===== src/rtl/autorange_seven_segment_display_defines.svh =====
// Assertion macros shared by the display driver.
`ifndef AUTORANGE_SEVEN_SEGMENT_DISPLAY_DEFINES_SVH
`define AUTORANGE_SEVEN_SEGMENT_DISPLAY_DEFINES_SVH

`ifndef NO_ASSERTIONS
`define ASSD_ASSERT(lbl, clk, rst, prop, msg) \
  lbl: assert property (@(posedge clk) disable iff (rst) prop) else $error(msg);
`define ASSD_NEVER(lbl, clk, rst, expr, msg) \
  lbl: assert property (@(posedge clk) disable iff (rst) !(expr)) else $error(msg);
`else
`define ASSD_ASSERT(lbl, clk, rst, prop, msg)
`define ASSD_NEVER(lbl, clk, rst, expr, msg)
`endif

`endif


===== src/rtl/assd_pkg.sv =====
package assd_pkg;

  localparam int SEG_W      = 8;
  localparam int NUM_DIGITS = 4;
  localparam int VALUE_W    = 25;
  localparam int MAG_W      = 24;
  localparam int NUM_W      = 14;

  localparam int DEFAULT_MID_DEPTH = 8;
  localparam int OUT_DEPTH         = 2;

  // Item kinds carried on the mode field.
  localparam logic MODE_VALUE = 1'b0;
  localparam logic MODE_SCAN  = 1'b1;

  localparam logic [SEG_W-1:0] SEG_MINUS = 8'h40;
  localparam logic [SEG_W-1:0] SEG_DP    = 8'h80;

  localparam logic [VALUE_W-1:0] POS_MAX = 25'd9999999;
  localparam logic [VALUE_W-1:0] NEG_MAX = 25'd999999;

  // Exact reciprocals for 24-bit dividends: ceil(2^s / d), s = 24 + ceil(log2 d).
  localparam int SH_10   = 28;
  localparam int SH_100  = 31;
  localparam int SH_1000 = 34;
  localparam longint unsigned RECIP_10   = ((64'd1 << SH_10) + 64'd9) / 64'd10;
  localparam longint unsigned RECIP_100  = ((64'd1 << SH_100) + 64'd99) / 64'd100;
  localparam longint unsigned RECIP_1000 = ((64'd1 << SH_1000) + 64'd999) / 64'd1000;

  // The same for the 14-bit four-digit number.
  localparam int SQ_10   = 18;
  localparam int SQ_100  = 21;
  localparam int SQ_1000 = 24;
  localparam longint unsigned RQ_10   = ((64'd1 << SQ_10) + 64'd9) / 64'd10;
  localparam longint unsigned RQ_100  = ((64'd1 << SQ_100) + 64'd99) / 64'd100;
  localparam longint unsigned RQ_1000 = ((64'd1 << SQ_1000) + 64'd999) / 64'd1000;

  typedef logic [NUM_DIGITS-1:0][SEG_W-1:0] patterns_t;

  typedef struct packed {
    logic      scan;
    logic      upd;
    patterns_t pats;
  } cmd_t;

  typedef struct packed {
    logic                  accepted;
    logic [NUM_DIGITS-1:0] digit_enable;
    logic [SEG_W-1:0]      segments;
  } result_t;

  function automatic logic [SEG_W-1:0] seg_encode(input logic [3:0] digit);
    logic [SEG_W-1:0] seg;
    unique case (digit)
      4'd0:    seg = 8'h3F;
      4'd1:    seg = 8'h06;
      4'd2:    seg = 8'h5B;
      4'd3:    seg = 8'h4F;
      4'd4:    seg = 8'h66;
      4'd5:    seg = 8'h6D;
      4'd6:    seg = 8'h7D;
      4'd7:    seg = 8'h07;
      4'd8:    seg = 8'h7F;
      4'd9:    seg = 8'h6F;
      default: seg = 8'h00;
    endcase
    return seg;
  endfunction

endpackage


===== src/rtl/autorange_seven_segment_display.sv =====
// Four-digit multiplexed seven-segment driver. Each item is either a new value in
// thousandths (mode 0) or a scan tick (mode 1), and yields exactly one result: the
// one-hot enable and segments of the scanned digit, with accepted set when a new
// value replaced the stored patterns. Positive values up to 9999.999 show on four
// digits with the decimal point placed after the integer part; negative values down
// to -999.999 show a minus sign and three digits; zero and out-of-range values leave
// the display as it was. One item is accepted every clock cycle while full is low. An
// item passes through three front pipeline stages (classification, one reciprocal
// multiplication for the scaling, digit quotients), the command queue, the stage that
// applies the item to the display state and the result queue. Full rises when the
// command queue plus the front pipeline hold MID_DEPTH items, and a two-entry result
// queue lets the state stage keep going while a result waits to be popped.
`include "autorange_seven_segment_display_defines.svh"

module autorange_seven_segment_display #(
  parameter int MID_DEPTH = assd_pkg::DEFAULT_MID_DEPTH
) (
  input  logic                                clk,
  input  logic                                rst,
  input  logic                                push,
  output logic                                full,
  input  logic                                mode,
  input  logic signed [assd_pkg::VALUE_W-1:0] value_milli,
  output logic                                empty,
  input  logic                                pop,
  output logic                                accepted,
  output logic [assd_pkg::NUM_DIGITS-1:0]     digit_enable,
  output logic [assd_pkg::SEG_W-1:0]          segments
);

  localparam int CMD_W   = $bits(assd_pkg::cmd_t);
  localparam int RES_W   = $bits(assd_pkg::result_t);
  localparam int MCNT_W  = $clog2(MID_DEPTH + 1);
  localparam int OCNT_W  = $clog2(assd_pkg::OUT_DEPTH + 1);
  localparam int OCC_W   = MCNT_W + 2;

  logic               in_take;
  logic               front_valid;
  assd_pkg::cmd_t     front_cmd;
  logic [1:0]         inflight;

  logic [CMD_W-1:0]   mid_rdata;
  logic               mid_empty;
  logic [MCNT_W-1:0]  mid_count;
  logic [OCC_W-1:0]   occupancy;

  assd_pkg::cmd_t     back_cmd;
  logic               back_take;
  logic               res_space;
  assd_pkg::result_t  back_res;

  logic [RES_W-1:0]   out_rdata;
  logic [OCNT_W-1:0]  out_count;
  logic               out_pop;
  assd_pkg::result_t  out_res;

  assign in_take   = push && !full;
  assign occupancy = OCC_W'(mid_count) + OCC_W'(inflight);
  // Every item in the front pipeline already owns a place in the command queue.
  assign full      = occupancy >= OCC_W'(MID_DEPTH);

  assd_front u_front (
    .clk         (clk),
    .rst         (rst),
    .in_valid    (in_take),
    .mode        (mode),
    .value_milli (value_milli),
    .out_valid   (front_valid),
    .cmd         (front_cmd),
    .inflight    (inflight)
  );

  assd_fifo #(
    .WIDTH (CMD_W),
    .DEPTH (MID_DEPTH)
  ) u_mid_queue (
    .clk   (clk),
    .rst   (rst),
    .push  (front_valid),
    .wdata (front_cmd),
    .pop   (back_take),
    .rdata (mid_rdata),
    .empty (mid_empty),
    .count (mid_count)
  );

  assign back_cmd  = assd_pkg::cmd_t'(mid_rdata);
  assign out_pop   = pop && !empty;
  assign res_space = (out_count < OCNT_W'(assd_pkg::OUT_DEPTH)) || out_pop;

  assd_back u_back (
    .clk       (clk),
    .rst       (rst),
    .cmd_valid (!mid_empty),
    .cmd       (back_cmd),
    .res_space (res_space),
    .cmd_take  (back_take),
    .res       (back_res)
  );

  assd_fifo #(
    .WIDTH (RES_W),
    .DEPTH (assd_pkg::OUT_DEPTH)
  ) u_out_queue (
    .clk   (clk),
    .rst   (rst),
    .push  (back_take),
    .wdata (back_res),
    .pop   (out_pop),
    .rdata (out_rdata),
    .empty (empty),
    .count (out_count)
  );

  assign out_res      = assd_pkg::result_t'(out_rdata);
  assign accepted     = out_res.accepted;
  assign digit_enable = out_res.digit_enable;
  assign segments     = out_res.segments;

  `ASSD_ASSERT(a_enable_onehot, clk, rst, !empty |-> $onehot(digit_enable), "digit enable not one-hot")
  `ASSD_NEVER(a_mid_credit, clk, rst, occupancy > OCC_W'(MID_DEPTH), "command queue overcommitted")
  `ASSD_NEVER(a_out_bound, clk, rst, out_count > OCNT_W'(assd_pkg::OUT_DEPTH), "result queue overflow")

endmodule


===== src/rtl/assd_fifo.sv =====
module assd_fifo #(
  parameter int WIDTH = 8,
  parameter int DEPTH = 2
) (
  input  logic                       clk,
  input  logic                       rst,
  input  logic                       push,
  input  logic [WIDTH-1:0]           wdata,
  input  logic                       pop,
  output logic [WIDTH-1:0]           rdata,
  output logic                       empty,
  output logic [$clog2(DEPTH+1)-1:0] count
);

  localparam int PTR_W = (DEPTH > 1) ? $clog2(DEPTH) : 1;
  localparam int CNT_W = $clog2(DEPTH + 1);

  logic [WIDTH-1:0] mem [DEPTH];
  logic [PTR_W-1:0] wptr;
  logic [PTR_W-1:0] rptr;
  logic             do_pop;

  assign do_pop = pop && (count != '0);
  assign empty  = (count == '0);
  assign rdata  = mem[rptr];

  always_ff @(posedge clk) begin
    if (push) begin
      mem[wptr] <= wdata;
    end
  end

  always_ff @(posedge clk) begin
    if (rst) begin
      wptr  <= '0;
      rptr  <= '0;
      count <= '0;
    end else begin
      if (push) begin
        wptr <= (wptr == PTR_W'(DEPTH - 1)) ? '0 : wptr + 1'b1;
      end
      if (do_pop) begin
        rptr <= (rptr == PTR_W'(DEPTH - 1)) ? '0 : rptr + 1'b1;
      end
      if (push && !do_pop) begin
        count <= count + CNT_W'(1);
      end else if (!push && do_pop) begin
        count <= count - CNT_W'(1);
      end
    end
  end

endmodule


===== src/rtl/assd_front.sv =====
module assd_front (
  input  logic                              clk,
  input  logic                              rst,
  input  logic                              in_valid,
  input  logic                              mode,
  input  logic signed [assd_pkg::VALUE_W-1:0] value_milli,
  output logic                              out_valid,
  output assd_pkg::cmd_t                    cmd,
  output logic [1:0]                        inflight
);

  localparam int MW = assd_pkg::MAG_W;
  localparam int NW = assd_pkg::NUM_W;
  localparam int PW = 2 * MW + 1;
  localparam int QW = 2 * NW + 1;

  // Classification
  logic [assd_pkg::VALUE_W-1:0] bits_in;
  logic [assd_pkg::VALUE_W-1:0] mag25;
  logic                         neg;
  logic                         in_range;
  logic [1:0]                   ndig;

  logic          s1_valid, s1_scan, s1_upd, s1_neg;
  logic [1:0]    s1_exp;
  logic [MW-1:0] s1_mag;

  assign bits_in = value_milli;
  assign neg     = bits_in[assd_pkg::VALUE_W-1];
  assign mag25   = neg ? (assd_pkg::VALUE_W'(0) - bits_in) : bits_in;
  assign in_range = (bits_in != '0) &&
                    (neg ? (mag25 <= assd_pkg::NEG_MAX) : (mag25 <= assd_pkg::POS_MAX));

  always_comb begin
    if (mag25 < 25'd10000) begin
      ndig = 2'd0;
    end else if (mag25 < 25'd100000) begin
      ndig = 2'd1;
    end else if (mag25 < 25'd1000000) begin
      ndig = 2'd2;
    end else begin
      ndig = 2'd3;
    end
  end

  always_ff @(posedge clk) begin
    if (rst) begin
      s1_valid <= 1'b0;
    end else begin
      s1_valid <= in_valid;
    end
  end

  // The divisor exponent doubles as the decimal point position.
  always_ff @(posedge clk) begin
    s1_scan <= mode;
    s1_upd  <= !mode && in_range;
    s1_neg  <= neg;
    s1_exp  <= neg ? (ndig + 2'd1) : ndig;
    s1_mag  <= mag25[MW-1:0];
  end

  // Scaling by a power of ten through one reciprocal multiplication
  logic [MW:0]   recip;
  logic [PW-1:0] prod;
  logic [NW-1:0] n_scaled;

  logic          s2_valid, s2_scan, s2_upd, s2_neg;
  logic [1:0]    s2_dp;
  logic [NW-1:0] s2_n;

  always_comb begin
    unique case (s1_exp)
      2'd0:    recip = (MW+1)'(1);
      2'd1:    recip = (MW+1)'(assd_pkg::RECIP_10);
      2'd2:    recip = (MW+1)'(assd_pkg::RECIP_100);
      default: recip = (MW+1)'(assd_pkg::RECIP_1000);
    endcase
  end

  assign prod = PW'(s1_mag) * PW'(recip);

  always_comb begin
    unique case (s1_exp)
      2'd0:    n_scaled = prod[NW-1:0];
      2'd1:    n_scaled = prod[assd_pkg::SH_10 +: NW];
      2'd2:    n_scaled = prod[assd_pkg::SH_100 +: NW];
      default: n_scaled = prod[assd_pkg::SH_1000 +: NW];
    endcase
  end

  always_ff @(posedge clk) begin
    if (rst) begin
      s2_valid <= 1'b0;
    end else begin
      s2_valid <= s1_valid;
    end
  end

  always_ff @(posedge clk) begin
    s2_scan <= s1_scan;
    s2_upd  <= s1_upd;
    s2_neg  <= s1_neg;
    s2_dp   <= s1_exp;
    s2_n    <= n_scaled;
  end

  // Quotients of the four-digit number by ten, a hundred and a thousand
  logic [QW-1:0] p10, p100, p1000;

  logic          s3_valid, s3_scan, s3_upd, s3_neg;
  logic [1:0]    s3_dp;
  logic [NW-1:0] s3_n;
  logic [9:0]    s3_q1;
  logic [6:0]    s3_q2;
  logic [3:0]    s3_q3;

  assign p10   = QW'(s2_n) * QW'(assd_pkg::RQ_10);
  assign p100  = QW'(s2_n) * QW'(assd_pkg::RQ_100);
  assign p1000 = QW'(s2_n) * QW'(assd_pkg::RQ_1000);

  always_ff @(posedge clk) begin
    if (rst) begin
      s3_valid <= 1'b0;
    end else begin
      s3_valid <= s2_valid;
    end
  end

  always_ff @(posedge clk) begin
    s3_scan <= s2_scan;
    s3_upd  <= s2_upd;
    s3_neg  <= s2_neg;
    s3_dp   <= s2_dp;
    s3_n    <= s2_n;
    s3_q1   <= p10[assd_pkg::SQ_10 +: 10];
    s3_q2   <= p100[assd_pkg::SQ_100 +: 7];
    s3_q3   <= p1000[assd_pkg::SQ_1000 +: 4];
  end

  // Digits and segment patterns
  logic [3:0]          dig0, dig1, dig2;
  assd_pkg::patterns_t pats;
  logic [NW-1:0]       t0;
  logic [9:0]          t1;
  logic [6:0]          t2;

  assign t0   = s3_n - NW'(s3_q1) * NW'(10);
  assign t1   = s3_q1 - 10'(s3_q2) * 10'd10;
  assign t2   = s3_q2 - 7'(s3_q3) * 7'd10;
  assign dig0 = t0[3:0];
  assign dig1 = t1[3:0];
  assign dig2 = t2[3:0];

  always_comb begin
    pats[0] = s3_neg ? assd_pkg::SEG_MINUS : assd_pkg::seg_encode(s3_q3);
    pats[1] = assd_pkg::seg_encode(dig2);
    pats[2] = assd_pkg::seg_encode(dig1);
    pats[3] = assd_pkg::seg_encode(dig0);
    for (int k = 0; k < assd_pkg::NUM_DIGITS; k++) begin
      if (s3_dp == 2'(k)) begin
        pats[k] = pats[k] | assd_pkg::SEG_DP;
      end
    end
  end

  assign out_valid = s3_valid;
  assign cmd.scan  = s3_scan;
  assign cmd.upd   = s3_upd;
  assign cmd.pats  = pats;
  assign inflight  = {1'b0, s1_valid} + {1'b0, s2_valid} + {1'b0, s3_valid};

endmodule


===== src/rtl/assd_back.sv =====
module assd_back (
  input  logic              clk,
  input  logic              rst,
  input  logic              cmd_valid,
  input  assd_pkg::cmd_t    cmd,
  input  logic              res_space,
  output logic              cmd_take,
  output assd_pkg::result_t res
);

  assd_pkg::patterns_t patterns;
  assd_pkg::patterns_t patterns_next;
  logic [1:0]          scan_index;
  logic [1:0]          scan_index_next;

  assign cmd_take = cmd_valid && res_space;

  always_comb begin
    patterns_next   = patterns;
    scan_index_next = scan_index;
    if (cmd.scan) begin
      scan_index_next = scan_index + 2'd1;
    end else if (cmd.upd) begin
      patterns_next = cmd.pats;
    end
  end

  always_ff @(posedge clk) begin
    if (rst) begin
      patterns   <= '0;
      scan_index <= '0;
    end else if (cmd_take) begin
      patterns   <= patterns_next;
      scan_index <= scan_index_next;
    end
  end

  // The result reflects the state after this item has taken effect.
  assign res.accepted     = !cmd.scan && cmd.upd;
  assign res.digit_enable = assd_pkg::NUM_DIGITS'(1) << scan_index_next;
  assign res.segments     = patterns_next[scan_index_next];

endmodule

===== config.mk =====
export PLATFORM = sky130hd
export DESIGN_NAME = autorange_seven_segment_display
export DESIGN_NICKNAME = d
export VERILOG_FILES = /design/src/rtl/assd_pkg.sv /design/src/rtl/autorange_seven_segment_display.sv /design/src/rtl/assd_fifo.sv /design/src/rtl/assd_front.sv /design/src/rtl/assd_back.sv
export VERILOG_INCLUDE_DIRS = /design/src /design/src/rtl
export SDC_FILE = /design/constraint.sdc
export NUM_CORES = 2
export LEC_CHECK = 0
export ABC_CLOCK_PERIOD_IN_PS = 19300
export BUFFER_PORTS_ARGS = -buffer_cell sky130_fd_sc_hd__buf_2
export CAP_MARGIN = 40
export CORE_MARGIN = 3
export CORE_UTILIZATION = 52
export DETAILED_ROUTE_END_ITERATION = 8
export GPL_TIMING_DRIVEN = 0
export PLACE_DENSITY_LB_ADDON = 0.12
export SYNTH_ARGS = -nofsm -noshare
export SYNTH_HDL_FRONTEND = slang
export SYNTH_SLANG_ARGS = --single-unit

===== constraint.sdc =====
create_clock -name clk -period 19.3 [get_ports clk]
set_input_delay 0.965 -clock clk [delete_from_list [all_inputs] [get_ports clk]]
set_output_delay 0.965 -clock clk [all_outputs]
set_load 0.02 [all_outputs]

Word-level counts from Yosys, hierarchy flattened:

Memories as Yosys holds them, arrays and structs flattened. A register that Yosys moved wholly into a read port is not among the register bits.
Index checks and enable logic that the tools add are counted.

* muxes and demuxes: 34
* magnitude comparators: 8
* $add $sub $neg: 17
* $mul: 7
* equality and inequality tests: 7
* shift operators: 1
* reductions and logical operators: 31

Operators with widths (count)
* $pmux 25 s3: 1
* $mux 32: 2
* $mul 24x25->48: 1
* $mux 8: 6
* $pmux 14 s3: 1
* $mul 14x15->28 const B: 1
* $mul 14x14->27 const B: 1
* $mul 14x13->26 const B: 1
* $le 25x20->1 const B: 1
* $le 25x24->1 const B: 1
* $lt 25x14->1 const B: 1
* $lt 25x17->1 const B: 1
* $lt 25x20->1 const B: 1
* $mux 25: 1
* $reduce_bool 25->1: 1
* $sub 1x25->25 const A: 1
* $bmux 8 s2: 1
* $logic_and 1x1->1: 12
* $mux 2: 6
* $mux 3: 4
* $sub 4x4->4: 3
* $mul 10x3->3 const B: 1
* $mux 1: 10
* $logic_not 1->1: 9
* other kinds (24): 37

* logic and storage cells: 143
* memories: 6
* ROM bits: 448
* bits in registers: 129
* output and inout bits: 15
* input bits: 30
* RAM bits: 298

Memory list
* u_mid_queue.mem: depth 8, width 34, rd ports 1, clocked after Yosys merged registers in 1, write ports 1, RTL line assd_fifo.sv:18 `logic [WIDTH-1:0] mem [DEPTH];`
* (name not given): depth 16, width 7, rd ports 1, clocked after Yosys merged registers in 1, write ports 0, RTL line assd_pkg.sv:54 `unique case (digit)`
* (name not given): depth 16, width 7, rd ports 1, clocked after Yosys merged registers in 0, write ports 0, RTL line assd_pkg.sv:54
* (name not given): depth 16, width 7, rd ports 1, clocked after Yosys merged registers in 0, write ports 0, RTL line assd_pkg.sv:54
* (name not given): depth 16, width 7, rd ports 1, clocked after Yosys merged registers in 0, write ports 0, RTL line assd_pkg.sv:54
* u_out_queue.mem: depth 2, width 13, rd ports 1, clocked after Yosys merged registers in 1, write ports 1, RTL line assd_fifo.sv:18

Logic depth before layout (Yosys ltp):

* depth in word-level cells: 9
* mapped depth: 31
* depth with buffers taken out: 29

Hierarchy:

Synthesis repeated with hierarchy kept, for this count alone.

* cell total of the unflattened synthesis: 3866
* area, all modules: 42839.8 µm²

Modules (own cells, without submodules)
* assd_front: cells an instance 3073, seq. area each 1561.5 µm², instances 1, area an instance 28578.7 µm²
* assd_fifo at u_mid_queue: cells an instance 467, seq. area each 8428.1 µm², instances 1, area an instance 11001.8 µm²
* assd_back: cells an instance 251, seq. area each 680.7 µm², instances 1, area an instance 2019.4 µm²
* assd_fifo at u_out_queue: cells an instance 61, seq. area each 880.8 µm², instances 1, area an instance 1132.3 µm²
* autorange_seven_segment_display: cells an instance 14, seq. area each 0.0 µm², instances 1, area an instance 107.6 µm²

Least setup slack after synthesis:

OpenSTA, ideal clock, no wires.

* kind: register to register
* start point: register u_front.s1_exp[0]
* end point: register u_front.s2_n[12]
* required time: 19.183 ns
* buffers on the path: 1
* cell stages (with the launch flop): 28
* clock period less this slack: 7.934 ns
* arrival time: 7.817 ns
* setup slack: 11.366 ns
* library setup time: 0.117 ns
* cell sequence: dfxtp_1 > clkinv_1 > ha_1 > clkbuf_1 > and2_1 > nor2_1 > inv_1 > fa_1 > fa_1 > inv_1 > fa_1 > inv_1 > fa_1 > fa_1 > fa_1 > inv_1 > fa_1 > inv_1 > ha_1 > nand3_1 > nor2_1 > and3_1 > o41ai_1 > nand4_1 > and2_1 > a311oi_1 > o2111ai_1 > o22a_1

* word-level cells in the longest chain between the ends: 4
* elaborated cells on any way between the ends: 6
* classes of those cells: mul (1); eq/ne (2); mux (2); reduce/logical (1)

Ends and longest elaborated chain
* start, declared: RTL line assd_front.sv:25 `logic [1:0] s1_exp;`
* start signal, assigned: RTL line assd_front.sv:59 `s1_exp <= neg ? (ndig + 2'd1) : ndig;`
* $eq 2x2->1 (tied with other cells): RTL line assd_front.sv:73, assd_front.sv:84
* $pmux 25 s3: RTL line assd_front.sv:73 `unique case (s1_exp)`
* $mul 24x25->48: RTL line assd_front.sv:81 `assign prod = PW'(s1_mag) * PW'(recip);`
* $pmux 14 s3 (*): RTL line assd_front.sv:84 `unique case (s1_exp)`
* via u_front.n_scaled[12]: RTL line assd_front.sv:66 `logic [NW-1:0] n_scaled;`
* end signal, assigned: RTL line assd_front.sv:105 `s2_n <= n_scaled;`
* end, declared: RTL line assd_front.sv:70 `logic [NW-1:0] s2_n;`

The timed path passes the listed nets; every way through them passes the cells marked *.
A chain may end at the register's enable or synchronous reset.

Final worst setup path:

Ends and elaborated chain as after synthesis.

==> impl_metrics.toml <==
[outcome]
status = "finished clean"

[clock_network]
htreeDepth = 2
clock_path_buffers = 3
cts_tree = "built"
clk_pin_slew_ns = 0.06
cts-root-buf = "clkbuf_16"
cts-buffers-inserted = 43
post_cts_resized = 0
clk_latency_ns = 0.57
cts_setup_buffers = 0
clock-sinks = 428
postCtsHoldBufs = 0

[synth]
ys_ff_latch = 428
syn-num-nets = 4954
yosysSeqAreaShare_pct = 27.33
ys_warn_count = 0
yosysUniqueCellTypes = 85
synthFlopType = "edfxtp_1"
synth_area_leaders = "fa_1 27%, edfxtp_1 21%, ha_1 15%"
synth_edf_count = 298
synth_cells = 3841
netlist_area_um2 = 42260
syn_avg_cell_area_um2 = 11.00
synth_top_area_share_pct = 26.91
async_flop_share_pct = 0
synth_top_area_cell = "fa_1"

[place]
place_inst = 4971
dpl.hpwl_mm = 87.37
gp_congestion = 0.9415
port_buffers = 41

[floorplanning]
rows = 103
io_pins = 45
die_x_um = 291.1
initial_core_util_pct = 52.98
fp.coreArea_um2 = 79770
die_y_um = 291.1
dieArea_um2 = 84730

[grt]
antenna_found_initial = 0
grt_max_degree = 23
grt_use_total_pct = 25.53
grt_pass1_wl_mm = 166.0
grt_pass1_vias = 28440
grt_overflow = 0

[routing]
drtPass1Iterations = 5
vias = 27460
ant_nets = 0
vias_per_cell = 5.437
drt-wirelength-per-cell_um = 20.83
finalWirelength_mm = 105.2
drc = 0
drt_iter0_drc = 2066

[sta]
tightest_slew_ns = 0.9523
hold_violations = 0
relSlewSlack_pct = 35.68
drv_slew = 0
fin_crit_ns = 11.19
max_freq_mhz = 89.33
skew_ns = 0.03318
post-route-period-util_pct = 58.00
rsz0062_at_grt = "false"
finalSetupViolations = 0
setup_tns_ns = 0

[critical_path]
r2r-start = "u_front.s1_exp[0]"
cp_max_fo = 10
required_ns = 19.74
start_kind = "register"
cp-end-kind = "register"
r2r-end = "u_front.s2_n[12]"
worst_r2r_path_depth = 27
criticalPathCategory = "register to register"
worst-r2r-setup-slack_ns = 8.11
arrival_ns = 11.63

[finish]
syn2layout_area_growth_pct = 8.237
diodes = 0
final_common_cell = "inv_1"
seq_area_um2 = 11550
final_nets = 5079
mostFrequentLayoutCells = "960 x inv_1, 568 x fa_1, 515 x ha_1"
layout-drive-gt1-share_pct = 6.875
multi_input_area_um2 = 26800
instances_no_fill = 5050
fill_cells = 6864

[job]
drv_cap = 0

[worst_hold_path]
min_path_type = "register to register"
hold_start = "u_front.s2_dp[0]"
min_to = "u_front.s3_dp[0]"
hold_depth = 0
## flip-flops by register name, summed over array words and instances (netlist names), 3 cells and up, named ones only
| register | flops |
|---|---|
| u_front.s2_n | 14 |
| u_mid_queue.wptr | 3 |
| u_front.s3_q3 | 3 |
| u_front.s3_n | 4 |
| u_mid_queue.mem | 272 |
| u_mid_queue.count | 4 |
| u_front.s1_mag | 24 |
| u_front.s3_q2 | 4 |
| u_front.s3_q1 | 4 |
| u_back.patterns | 32 |
| u_mid_queue.rptr | 3 |
| u_out_queue.mem | 26 |
## cell usage after synthesis, types with 18 or more instances
cell type and count:
inv_1 958, fa_1 568, ha_1 515, edfxtp_1 298, nor2_1 158, nand2_1 157, dfxtp_1 130, a21oi_1 114
o21ai_0 99, and2_1 86, mux4_2 68, xnor2_1 67, clkbuf_1 61, nor2b_1 47, mux2i_1 42, nand3_1 30
o21a_1 30, nand2b_1 28, nor3_1 26, xor2_1 26, a21o_1 23, buf_1 19, or3_1 18
## routing by layer
layer	GRT usage, %	routed length [µm]	share of wire, %
met4	4.869	1991	1.9
met5	0	0	0
met2	40.02	47580	45
met3	4.616	7460	7.1
met1	37.63	48180	46
## final cells by class
type / instances / area share, %
flip-flops and latches: 428 / 25.25
repair buffers: 80 / 1.491
clock buffers: 51 / 2.555
inverters: 960 / 7.878
clock inverters: 28 / 0.5717
well taps: 1050 / 2.872
plain buffers: 92 / 0.7878
multi-input cells: 2361 / 58.59
## cell families after synthesis
| group | synth area share [%] |
|---|---|
| buffers and inverters | 9.379 |
| AND/OR/NAND/NOR | 7.328 |
| flip-flops | 27.33 |
| XOR/XNOR | 1.927 |
| multiplexers | 5.018 |
| other | 0.01777 |
| adder cells (fa/ha/maj) | 42.15 |
| AO/OA/AOI/OAI | 6.842 |
## worst max-delay path, stage by stage (launching register included)
cell and delay (ns):
dfxtp_1 0.89, clkinv_1 0.80, ha_1 0.61, clkbuf_1 0.45, and2_1 0.45, nor2_1 0.54, inv_1 0.25, fa_1 0.56
fa_1 0.55, inv_1 0.06, fa_1 0.58, fa_1 0.47, fa_1 0.54, inv_1 0.05, fa_1 0.53, inv_1 0.06
fa_1 0.53, inv_1 0.04, ha_1 0.36, nand4_1 0.17, nor2_1 0.12, and3_1 0.22, o41ai_1 0.84, nand4_1 0.22
and2_1 0.26, a311oi_1 0.48, o2111ai_1 0.19, o22a_1 0.20
## how the worst max path moves through the flow
stage / start / to / cells past startpoint
floorplan: u_front.s1_exp[0] / u_front.s2_n[12] / 27
global placement: u_front.s1_exp[0] / u_front.s2_n[12] / 27
detailed placement: u_front.s1_exp[0] / u_front.s2_n[12] / 27
CTS: u_front.s1_exp[0] / u_front.s2_n[12] / 27
global route: u_front.s1_exp[0] / u_front.s2_n[12] / 29
finish: u_front.s1_exp[0] / u_front.s2_n[12] / 27
## through the flow
step | cell area (µm²) | utilization (%) | worst slack [ns] | hold slack [ns]
after global placement | 43780 | 54.88 | 8.442 | 0.3111
after CTS | 45740 | 57.34 | 8.383 | 0.3202
final | 45740 | 57.34 | 8.106 | 0.3248
after detailed placement | 44310 | 55.55 | 8.466 | 0.3135
after floorplan | 42260 | - | 11.37 | 0.3096
after global routing | 45740 | 57.34 | 7.850 | 0.3255
Power is left out: the tool's default activity adds up to more than one toggle a clock period on the data nets, which glitch-free logic cannot reach.
